### src/rtl/core/dht_pkg.sv
// shared types and constants for the double hashing table core
// no dependencies
`timescale 1ns / 1ps
`default_nettype none

package dht_pkg;

	localparam int KEY_W        = 31;
	localparam int SLOT_W       = 4;
	localparam int STATUS_W     = 3;
	localparam int IN_TDATA_W   = 32;
	localparam int OUT_TDATA_W  = 8;

	localparam int QUEUE_DEPTH  = 2;

	localparam logic OP_INSERT  = 1'b0;
	localparam logic OP_SEARCH  = 1'b1;

	typedef enum logic [STATUS_W-1:0] {
		ST_INSERTED  = 3'd0,
		ST_FOUND     = 3'd1,
		ST_NOT_FOUND = 3'd2,
		ST_FULL      = 3'd3,
		ST_BAD_KEY   = 3'd4
	} status_t;

	typedef struct packed {
		logic             operation;
		logic             bad_key;
		logic [KEY_W-1:0] key;
	} req_head_t;

	typedef struct packed {
		status_t           status;
		logic [SLOT_W-1:0] slot_index;
	} result_t;

endpackage

`default_nettype wire

### src/rtl/core/dht_front.sv
// front end: takes requests and works out home slot and probe step
// depends on dht_pkg
`timescale 1ns / 1ps
`default_nettype none

module dht_front
	import dht_pkg::*;
#(
	parameter int TABLE_SIZE = 10,
	parameter int STEP_PRIME = 7
) (
	input  wire                           clk,
	input  wire                           arst_n,
	input  wire                           hold,
	input  wire                           s_tvalid,
	output logic                          s_tready,
	input  wire  [IN_TDATA_W-1:0]         s_tdata,   // key[30:0], zero
	input  wire  [0:0]                    s_tuser,   // operation
	output logic                          req_valid,
	input  wire                           req_ready,
	output req_head_t                     req_head,
	output logic [$clog2(TABLE_SIZE)-1:0] req_home,
	output logic [$clog2(TABLE_SIZE)-1:0] req_step
);

	localparam int IDX_W  = $clog2(TABLE_SIZE);
	localparam int PRM_W  = $clog2(STEP_PRIME);
	localparam int STEP_W = $clog2(STEP_PRIME + 1);
	localparam int MAG_W  = KEY_W + 1;
	localparam int PROD_W = KEY_W + MAG_W;
	localparam int SH_T   = KEY_W + IDX_W;
	localparam int SH_P   = KEY_W + PRM_W;

	// rounded-up reciprocals, the quotient is exact for any key below 2^KEY_W
	localparam logic [MAG_W-1:0] MAG_T =
		MAG_W'(((64'd1 << SH_T) + 64'(TABLE_SIZE) - 64'd1) / 64'(TABLE_SIZE));
	localparam logic [MAG_W-1:0] MAG_P =
		MAG_W'(((64'd1 << SH_P) + 64'(STEP_PRIME) - 64'd1) / 64'(STEP_PRIME));
	localparam logic [IDX_W-1:0]  TS_LO = IDX_W'(TABLE_SIZE);
	localparam logic [PRM_W-1:0]  SP_LO = PRM_W'(STEP_PRIME);
	localparam logic [STEP_W-1:0] SP_W  = STEP_W'(STEP_PRIME);

	localparam logic [2:0] F_IDLE = 3'd0;
	localparam logic [2:0] F_MUL  = 3'd1;
	localparam logic [2:0] F_REM  = 3'd2;
	localparam logic [2:0] F_SMUL = 3'd3;
	localparam logic [2:0] F_SREM = 3'd4;
	localparam logic [2:0] F_PUSH = 3'd5;

	logic [2:0]        state_q;
	req_head_t         head_q;
	logic [IDX_W-1:0]  qt_q, rh_q, rs_q;
	logic [PRM_W-1:0]  qp_q;
	logic [STEP_W-1:0] step_q;
	logic              accept, on_step;
	logic [KEY_W-1:0]  src;
	logic [PROD_W-1:0] prod_t, prod_p;
	logic [IDX_W-1:0]  rem_t;
	logic [PRM_W-1:0]  rem_p;

	assign s_tready = (state_q == F_IDLE) && !hold;
	assign accept   = s_tvalid && s_tready;

	// one table-size multiplier serves the key and then the step
	assign on_step = (state_q == F_SMUL) || (state_q == F_SREM);
	assign src     = on_step ? KEY_W'(step_q) : head_q.key;
	assign prod_t  = PROD_W'(src) * PROD_W'(MAG_T);
	assign prod_p  = PROD_W'(head_q.key) * PROD_W'(MAG_P);

	// remainder fits the low bits, so only those of the quotient are kept
	assign rem_t = src[IDX_W-1:0] - qt_q * TS_LO;
	assign rem_p = head_q.key[PRM_W-1:0] - qp_q * SP_LO;

	assign req_valid = (state_q == F_PUSH);
	assign req_head  = head_q;
	assign req_home  = rh_q;
	assign req_step  = rs_q;

	always_ff @(posedge clk or negedge arst_n) begin
		if (!arst_n) begin
			state_q <= F_IDLE;
		end else begin
			unique case (state_q)
				F_IDLE: begin
					if (accept) state_q <= F_MUL;
				end
				F_MUL:  state_q <= F_REM;
				F_REM:  state_q <= F_SMUL;
				F_SMUL: state_q <= F_SREM;
				F_SREM: state_q <= F_PUSH;
				F_PUSH: begin
					if (req_ready) state_q <= F_IDLE;
				end
				default: state_q <= F_IDLE;
			endcase
		end
	end

	always_ff @(posedge clk) begin
		if (accept) begin
			head_q.operation <= s_tuser[0];
			head_q.key       <= s_tdata[KEY_W-1:0];
			head_q.bad_key   <= (s_tdata[KEY_W-1:0] == '0);
		end
		if (state_q == F_MUL || state_q == F_SMUL) qt_q <= prod_t[SH_T +: IDX_W];
		if (state_q == F_MUL) qp_q <= prod_p[SH_P +: PRM_W];
		if (state_q == F_REM) begin
			rh_q   <= rem_t;
			// step is the prime minus key mod prime, never zero
			step_q <= SP_W - STEP_W'(rem_p);
		end
		// step folded into the table range
		if (state_q == F_SREM) rs_q <= rem_t;
	end

endmodule

`default_nettype wire

### src/rtl/core/dht_queue.sv
// two-entry request queue between front and back
// depends on dht_pkg
`timescale 1ns / 1ps
`default_nettype none

module dht_queue
	import dht_pkg::*;
#(
	parameter int W = 8
) (
	input  wire          clk,
	input  wire          arst_n,
	input  wire          wr_valid,
	output logic         wr_ready,
	input  wire  [W-1:0] wr_data,
	output logic         rd_valid,
	input  wire          rd_ready,
	output logic [W-1:0] rd_data
);

	localparam int PTR_W = $clog2(QUEUE_DEPTH);
	localparam int CNT_W = $clog2(QUEUE_DEPTH + 1);

	logic [W-1:0]     entry_q [QUEUE_DEPTH];
	logic [PTR_W-1:0] wp_q, rp_q;
	logic [CNT_W-1:0] cnt_q;
	logic             push, pop;

	assign wr_ready = (cnt_q != CNT_W'(QUEUE_DEPTH));
	assign rd_valid = (cnt_q != '0);
	assign rd_data  = entry_q[rp_q];
	assign push     = wr_valid && wr_ready;
	assign pop      = rd_valid && rd_ready;

	always_ff @(posedge clk or negedge arst_n) begin
		if (!arst_n) begin
			wp_q  <= '0;
			rp_q  <= '0;
			cnt_q <= '0;
		end else begin
			if (push) wp_q <= (wp_q == PTR_W'(QUEUE_DEPTH - 1)) ? '0 : wp_q + 1'b1;
			if (pop)  rp_q <= (rp_q == PTR_W'(QUEUE_DEPTH - 1)) ? '0 : rp_q + 1'b1;
			if (push && !pop)      cnt_q <= cnt_q + 1'b1;
			else if (pop && !push) cnt_q <= cnt_q - 1'b1;
		end
	end

	always_ff @(posedge clk) begin
		if (push) entry_q[wp_q] <= wr_data;
	end

endmodule

`default_nettype wire

### src/rtl/core/dht_back.sv
// back end: slot memory, clearing pass and the probe sequencer
// depends on dht_pkg
`timescale 1ns / 1ps
`default_nettype none

module dht_back
	import dht_pkg::*;
#(
	parameter int TABLE_SIZE = 10
) (
	input  wire                           clk,
	input  wire                           arst_n,
	output logic                          clearing,
	input  wire                           req_valid,
	output logic                          req_ready,
	input  req_head_t                     req_head,
	input  wire  [$clog2(TABLE_SIZE)-1:0] req_home,
	input  wire  [$clog2(TABLE_SIZE)-1:0] req_step,
	output logic                          m_tvalid,
	input  wire                           m_tready,
	output logic [OUT_TDATA_W-1:0]        m_tdata    // slot_index[3:0], status[6:4], zero
);

	localparam int IDX_W = $clog2(TABLE_SIZE);

	localparam logic [1:0] B_CLEAR = 2'd0;
	localparam logic [1:0] B_IDLE  = 2'd1;
	localparam logic [1:0] B_PROBE = 2'd2;

	logic [KEY_W-1:0] slot_mem_q [TABLE_SIZE];
	logic [KEY_W-1:0] rd_data_q;

	logic [1:0]       state_q, state_n;
	logic [IDX_W-1:0] clr_q;
	logic [IDX_W-1:0] cur_q, step_q, cnt_q;
	logic [KEY_W-1:0] key_q;
	logic             op_q;
	logic             m_tvalid_q;
	result_t          res_q, res_d;

	logic             out_free;
	logic             rd_en, wr_en, res_load, load_item, advance;
	logic [IDX_W-1:0] rd_addr, wr_addr, next_addr;
	logic [KEY_W-1:0] wr_data;
	logic [IDX_W:0]   sum;
	logic             is_empty, is_match, is_last;

	assign clearing = (state_q == B_CLEAR);
	assign out_free = !m_tvalid_q || m_tready;
	assign m_tvalid = m_tvalid_q;
	assign m_tdata  = {{(OUT_TDATA_W - $bits(result_t)){1'b0}}, res_q};

	assign is_empty = (rd_data_q == '0);
	assign is_match = (rd_data_q == key_q);
	assign is_last  = (cnt_q == IDX_W'(TABLE_SIZE - 1));

	// both terms stay below the table size, so one subtract folds the sum
	assign sum       = {1'b0, cur_q} + {1'b0, step_q};
	assign next_addr = (sum >= (IDX_W + 1)'(TABLE_SIZE)) ?
	                   IDX_W'(sum - (IDX_W + 1)'(TABLE_SIZE)) : sum[IDX_W-1:0];

	always_comb begin
		state_n   = state_q;
		req_ready = 1'b0;
		rd_en     = 1'b0;
		rd_addr   = req_home;
		wr_en     = 1'b0;
		wr_addr   = cur_q;
		wr_data   = key_q;
		res_load  = 1'b0;
		res_d     = '{status: ST_BAD_KEY, slot_index: '0};
		load_item = 1'b0;
		advance   = 1'b0;
		unique case (state_q)
			B_CLEAR: begin
				wr_en   = 1'b1;
				wr_addr = clr_q;
				wr_data = '0;
				if (clr_q == IDX_W'(TABLE_SIZE - 1)) state_n = B_IDLE;
			end
			B_IDLE: begin
				if (req_valid) begin
					if (req_head.bad_key) begin
						// zero key never touches the table
						if (out_free) begin
							req_ready = 1'b1;
							res_load  = 1'b1;
						end
					end else begin
						req_ready = 1'b1;
						load_item = 1'b1;
						rd_en     = 1'b1;
						rd_addr   = req_home;
						state_n   = B_PROBE;
					end
				end
			end
			B_PROBE: begin
				rd_addr = next_addr;
				if (op_q == OP_INSERT) begin
					priority if (is_empty) begin
						res_d = '{status: ST_INSERTED, slot_index: SLOT_W'(cur_q)};
						res_load = out_free;
						wr_en    = out_free;
					end else if (is_last) begin
						res_d = '{status: ST_FULL, slot_index: '0};
						res_load = out_free;
					end else begin
						advance = 1'b1;
					end
				end else begin
					priority if (is_match) begin
						res_d = '{status: ST_FOUND, slot_index: SLOT_W'(cur_q)};
						res_load = out_free;
					end else if (is_empty || is_last) begin
						res_d = '{status: ST_NOT_FOUND, slot_index: '0};
						res_load = out_free;
					end else begin
						advance = 1'b1;
					end
				end
				if (advance) rd_en = 1'b1;
				if (res_load) state_n = B_IDLE;
			end
			default: state_n = B_IDLE;
		endcase
	end

	always_ff @(posedge clk or negedge arst_n) begin
		if (!arst_n) begin
			state_q    <= B_CLEAR;
			clr_q      <= '0;
			m_tvalid_q <= 1'b0;
		end else begin
			state_q <= state_n;
			if (state_q == B_CLEAR) clr_q <= clr_q + 1'b1;
			if (res_load)      m_tvalid_q <= 1'b1;
			else if (m_tready) m_tvalid_q <= 1'b0;
		end
	end

	always_ff @(posedge clk) begin
		if (res_load) res_q <= res_d;
		if (load_item) begin
			key_q  <= req_head.key;
			op_q   <= req_head.operation;
			step_q <= req_step;
			cur_q  <= req_home;
			cnt_q  <= '0;
		end else if (advance) begin
			cur_q <= next_addr;
			cnt_q <= cnt_q + 1'b1;
		end
	end

	always_ff @(posedge clk) begin
		if (wr_en) slot_mem_q[wr_addr] <= wr_data;
		if (rd_en) rd_data_q <= slot_mem_q[rd_addr];
	end

endmodule

`default_nettype wire

### src/rtl/core/double_hash_table_core.sv
// channel     dir   handshake            contents
// s_*         in    s_tvalid / s_tready  tdata key, tuser operation
// m_*         out   m_tvalid / m_tready  tdata slot_index and status
//
// front: takes a request, works out home slot and step by reciprocal multiply
// (F_MUL, F_REM), folds the step into the table range (F_SMUL, F_SREM), then
// hands it on (F_PUSH). back: issues the home read, then probes one slot at a time,
// 1 to TABLE_SIZE probes, set by the single read port of the slot memory.
// after reset a clearing pass empties the slots; no request is taken until it ends.
// the queue and the output register let either side stall.
//
// top level of the double hashing table core, depends on dht_pkg, dht_front,
// dht_queue and dht_back
`timescale 1ns / 1ps
`default_nettype none

module double_hash_table_core
	import dht_pkg::*;
#(
	parameter int TABLE_SIZE = 10,
	parameter int STEP_PRIME = 7
) (
	input  wire                    clk,
	input  wire                    arst_n,
	input  wire                    s_tvalid,
	output logic                   s_tready,
	input  wire  [IN_TDATA_W-1:0]  s_tdata,   // key[30:0], zero
	input  wire  [0:0]             s_tuser,   // operation
	output logic                   m_tvalid,
	input  wire                    m_tready,
	output logic [OUT_TDATA_W-1:0] m_tdata    // slot_index[3:0], status[6:4], zero
);

	localparam int IDX_W = $clog2(TABLE_SIZE);
	localparam int Q_W   = $bits(req_head_t) + 2 * IDX_W;

	logic             clearing;
	logic             f_valid, f_ready, b_valid, b_ready;
	req_head_t        f_head, b_head;
	logic [IDX_W-1:0] f_home, f_step, b_home, b_step;
	logic [Q_W-1:0]   q_in, q_out;

	dht_front #(
		.TABLE_SIZE (TABLE_SIZE),
		.STEP_PRIME (STEP_PRIME)
	) u_front (
		.clk       (clk),
		.arst_n    (arst_n),
		.hold      (clearing),
		.s_tvalid  (s_tvalid),
		.s_tready  (s_tready),
		.s_tdata   (s_tdata),
		.s_tuser   (s_tuser),
		.req_valid (f_valid),
		.req_ready (f_ready),
		.req_head  (f_head),
		.req_home  (f_home),
		.req_step  (f_step)
	);

	assign q_in = {f_head, f_home, f_step};
	assign {b_head, b_home, b_step} = q_out;

	dht_queue #(
		.W (Q_W)
	) u_queue (
		.clk      (clk),
		.arst_n   (arst_n),
		.wr_valid (f_valid),
		.wr_ready (f_ready),
		.wr_data  (q_in),
		.rd_valid (b_valid),
		.rd_ready (b_ready),
		.rd_data  (q_out)
	);

	dht_back #(
		.TABLE_SIZE (TABLE_SIZE)
	) u_back (
		.clk       (clk),
		.arst_n    (arst_n),
		.clearing  (clearing),
		.req_valid (b_valid),
		.req_ready (b_ready),
		.req_head  (b_head),
		.req_home  (b_home),
		.req_step  (b_step),
		.m_tvalid  (m_tvalid),
		.m_tready  (m_tready),
		.m_tdata   (m_tdata)
	);

endmodule

`default_nettype wire

### config.mk
export PLATFORM = sky130hd
export DESIGN_NAME = double_hash_table_core
export DESIGN_NICKNAME = d
export VERILOG_FILES = /design/src/rtl/core/dht_pkg.sv /design/src/rtl/core/dht_front.sv /design/src/rtl/core/dht_queue.sv /design/src/rtl/core/dht_back.sv /design/src/rtl/core/double_hash_table_core.sv
export SDC_FILE = /design/constraint.sdc
export NUM_CORES = 2
export LEC_CHECK = 0
export BUFFER_PORTS_ARGS = -buffer_cell sky130_fd_sc_hd__buf_2
export CAP_MARGIN = 0
export CORE_UTILIZATION = 58
export CTS_CLUSTER_DIAMETER = 30
export DETAILED_ROUTE_END_ITERATION = 8
export PLACE_DENSITY = 0.74
export SYNTH_ARGS = -nofsm -noshare
export SYNTH_HDL_FRONTEND = slang
export SYNTH_SLANG_ARGS = --single-unit
### constraint.sdc
create_clock -name clk -period 10.5 [get_ports clk]
set_clock_uncertainty 0.05 [all_clocks]
set_input_delay 1.05 -clock clk [delete_from_list [all_inputs] [get_ports clk]]
set_output_delay 1.05 -clock clk [all_outputs]
set_load 0.05 [all_outputs]
==> impl_metrics.csv <==
group,metric,value,unit
outcome,status,"finished, final reports clean",
floorplan,die_area,0.06167,mm2
sta,hold_viol_final,0,
setup_path,critPathBufInv,6,
sta,period_needed,8.043,ns
logic_synthesis,syn-num-nets,3222,
floorplan,core_area,0.05946,mm2
drt,first_pass_iters,5,
sta,rsz0062_at_grt,"no",
logic_synthesis,synth_area,0.03520,mm2
logic_synthesis,synth_most_common_cell,"edfxtp_1",
floorplan,fp.dieH,248.3,um
sta,slew_headroom,25.05,%
logic_synthesis,synth_area_leaders,"edfxtp_1 (44%), fa_1 (18%), ha_1 (13%), inv_1 (5.4%), mux2i_1 (2.8%)",
drt,vias_per_cell,5.614,
drt,vias,19380,
setup_path,cp-start-kind,"register",
setup_path,max_stage_delay,0.68,ns
clock_tree,cts_sinks,538,
clock_tree,cts_tree,"done",
sta,setup_viol,0,
setup_path,required,10.80,ns
logic_synthesis,synth_area_per_cell,14.13,um2
drt,drt_iter0_drc,1045,
placement,hpwlAfterDp,52720,um
clock_tree,cts_resized,0,
sta,timing.final.crit_share,76.60,%
setup_path,rr_endpoint,"u_front.qt_q[1]",
floorplan,rows,89,
clock_tree,clock_path_buffers,3,
logic_synthesis,synthDistinctLibCells,56,
setup_path,crit_fanout,29,
clock_tree,cts_setup_buffers,0,
cells_and_area,antenna_cells,0,
clock_tree,cts_buffers,91,
logic_synthesis,synth_top_area_share,44.37,%
setup_path,rr_worst_depth,26,
run,drv_cap,0,
floorplan,die_x,248.3,um
placement,place_congestion,0.8992,
global_routing,grt_pass1_wl,117400,um
sta,finalMaxSlewViolations,0,
global_routing,grt_overflow,0,
setup_path,crit_type,"reg -> reg",
global_routing,antenna_found_initial,0,
drt,drtAntennaViolNets,0,
setup_path,crit_path_end_kind,"register",
cells_and_area,drive_above_1_share,14.55,%
drt,drc_errors,0,
setup_path,worst_path_max_delay_cell,"nor3b_1",
placement,io_buffers,44,
sta,tns,0,ns
setup_path,cp.arrival,8.34,ns
global_routing,grt_pass1_vias,21500,
floorplan,initial_core_util,59.19,%
logic_synthesis,synth_cells,2491,
floorplan,pin_count,47,
clock_tree,clk_pin_slew,0.05,ns
clock_tree,cts_root_buffer,"clkbuf_16",
setup_path,crit_start,"u_front.state_q[1]",
logic_synthesis,async_flop_share,2.602,%
clock_tree,insertion_delay,0.63,ns
clock_tree,hold_buffers,0,
logic_synthesis,synth.largest_area_cell,"edfxtp_1",
setup_path,reg2reg_from,"u_front.state_q[1]",
drt,drt_wl_total,73770,um
logic_synthesis,synthFlopType,"edfxtp_1",
global_routing,grt_max_degree,57,
logic_synthesis,yosysSeqAreaShare,45.59,%
cells_and_area,nets,3335,
setup_path,path_delay_family,"adder cells",
setup_path,crit_top_cell,"fa_1",
cells_and_area,areaGrowthSynthToFinish,12.10,%
sta,tightestPinTransition,1.120,ns
setup_path,r2r_slack,2.46,ns
clock_tree,htreeDepth,3,
logic_synthesis,synth-seq-cells,538,
sta,max_freq,124.3,MHz
drt,wire_per_inst,21.36,um
logic_synthesis,ys_warn_count,0,
global_routing,grt_usage,25.50,%
logic_synthesis,synth_commonest_cells,"edfxtp_1 (520), inv_1 (506), ha_1 (379), fa_1 (315), mux2i_1 (100)",
worst_hold_path,hold_path_class,"in -> async",
logic_synthesis,synth-edff-count,520,
[state kept, by name, indices dropped and copies added (netlist names), 7 cells and up]
register           flops
u_back.key_q          31
u_back.m_tdata         7
u_back.rd_data_q      31
u_back.slot_mem_q    310
u_front.req_head      33
u_queue.entry_q       82
[cell families (layout without fill, tap and decap cells)]
family                   count (synthesis)  count (layout)  share of synthesized area (%)
XOR/XNOR                                92              92                          2.311
flip-flops                             538             538                          45.59
AO/OA/AOI/OAI                          128             128                          3.082
buffers and inverters                  557             746                          6.342
adder cells (fa/ha/maj)                694             694                          31.39
other                                    1               1                        0.01065
multiplexers                           205             205                          7.227
AND/OR/NAND/NOR                        276             276                          4.046
[worst max-delay path by stage]
stage	end	slack (ns)	depth (start not counted)
2_1_floorplan	u_front.qt_q[1]	3.09	28
3_3_place_gp	u_front.qt_q[1]	2.65	26
3_5_place_dp	u_front.qt_q[1]	2.48	26
4_1_cts	u_front.qt_q[1]	2.44	26
5_1_grt	u_front.qt_q[1]	1.99	26
6_report	u_front.qt_q[1]	2.46	26
[routing by layer]
layer  GRT usage (%)  part of all wire, %  vias to the layer above
met3           3.232                  4.1                      159
li1                -                    -                     8794
met2           44.91                   52                      497
met4           9.631                  3.4                        0
met1           32.18                   41                     9934
met5               0                    0                        -
[metrics by stage]
stage / hold slack [ns] / instance area [um2] / instances / worst slack, ns / utilization (%)
floorplan: 0.3715 / 35200 / 2491 / 3.093 / -
global placement: 0.3746 / 36370 / 3284 / 2.651 / 61.17
detailed placement: 0.3860 / 36370 / 3284 / 2.484 / 61.17
CTS: 0.2788 / 39450 / 3453 / 2.436 / 66.35
global route: 0.3127 / 39450 / 3453 / 1.985 / 66.35
finish: 0.2930 / 39450 / 3453 / 2.457 / 66.35
[worst register-to-register path: stages (launching register included)]
cell,delay [ns]
dfrtp_1,0.47
nor3b_1,0.68
a21oi_2,0.04
buf_4,0.25
and2_1,0.24
ha_1,0.28
inv_1,0.06
fa_1,0.56
inv_1,0.08
fa_1,0.53
inv_1,0.08
fa_1,0.47
fa_1,0.53
inv_1,0.05
fa_1,0.52
inv_1,0.05
fa_1,0.41
fa_1,0.50
ha_1,0.34
nand4_1,0.12
nor3_1,0.26
nand4_1,0.14
a221o_1,0.26
and4_1,0.24
o211ai_1,0.28
a21oi_1,0.14
xnor2_1,0.17
[final cells by class]
cell class	count	area, um2
fill	4175	20010
clock buffer	100	2332
sequential	538	16050
inverter	506	1899
timing repair buffer	71	422.9
tap	773	967.2
clock inverter	69	747.0
multi-input combinational	1396	17040
[cells in the final DEF (no fill, tap or decap), types with 8 or more instances in the layout]
master and n:
buf_2 44, a21oi_1 36, buf_4 27, clkinvlp_4 11
clkinv_2 11, nand3_1 8, o221ai_2 28, mux4_2 31
o21ai_0 10, xor2_1 21, fa_1 315, clkinv_4 8
inv_1 506, nor4_1 19, and2_1 18, inv_6 14
nor2_4 10, edfxtp_1 520, mux2i_1 99, clkbuf_16 92
mux2_2 73, nor2_1 41, clkbuf_1 8, dfrtp_1 13
xnor2_1 70, a21o_1 26, nor2b_1 40, and3_1 9
nand2_1 70, nand4_1 23, ha_1 378
Power is not shown: default switching activity piles up to over one toggle a cycle in this logic, so the estimate is an artifact.
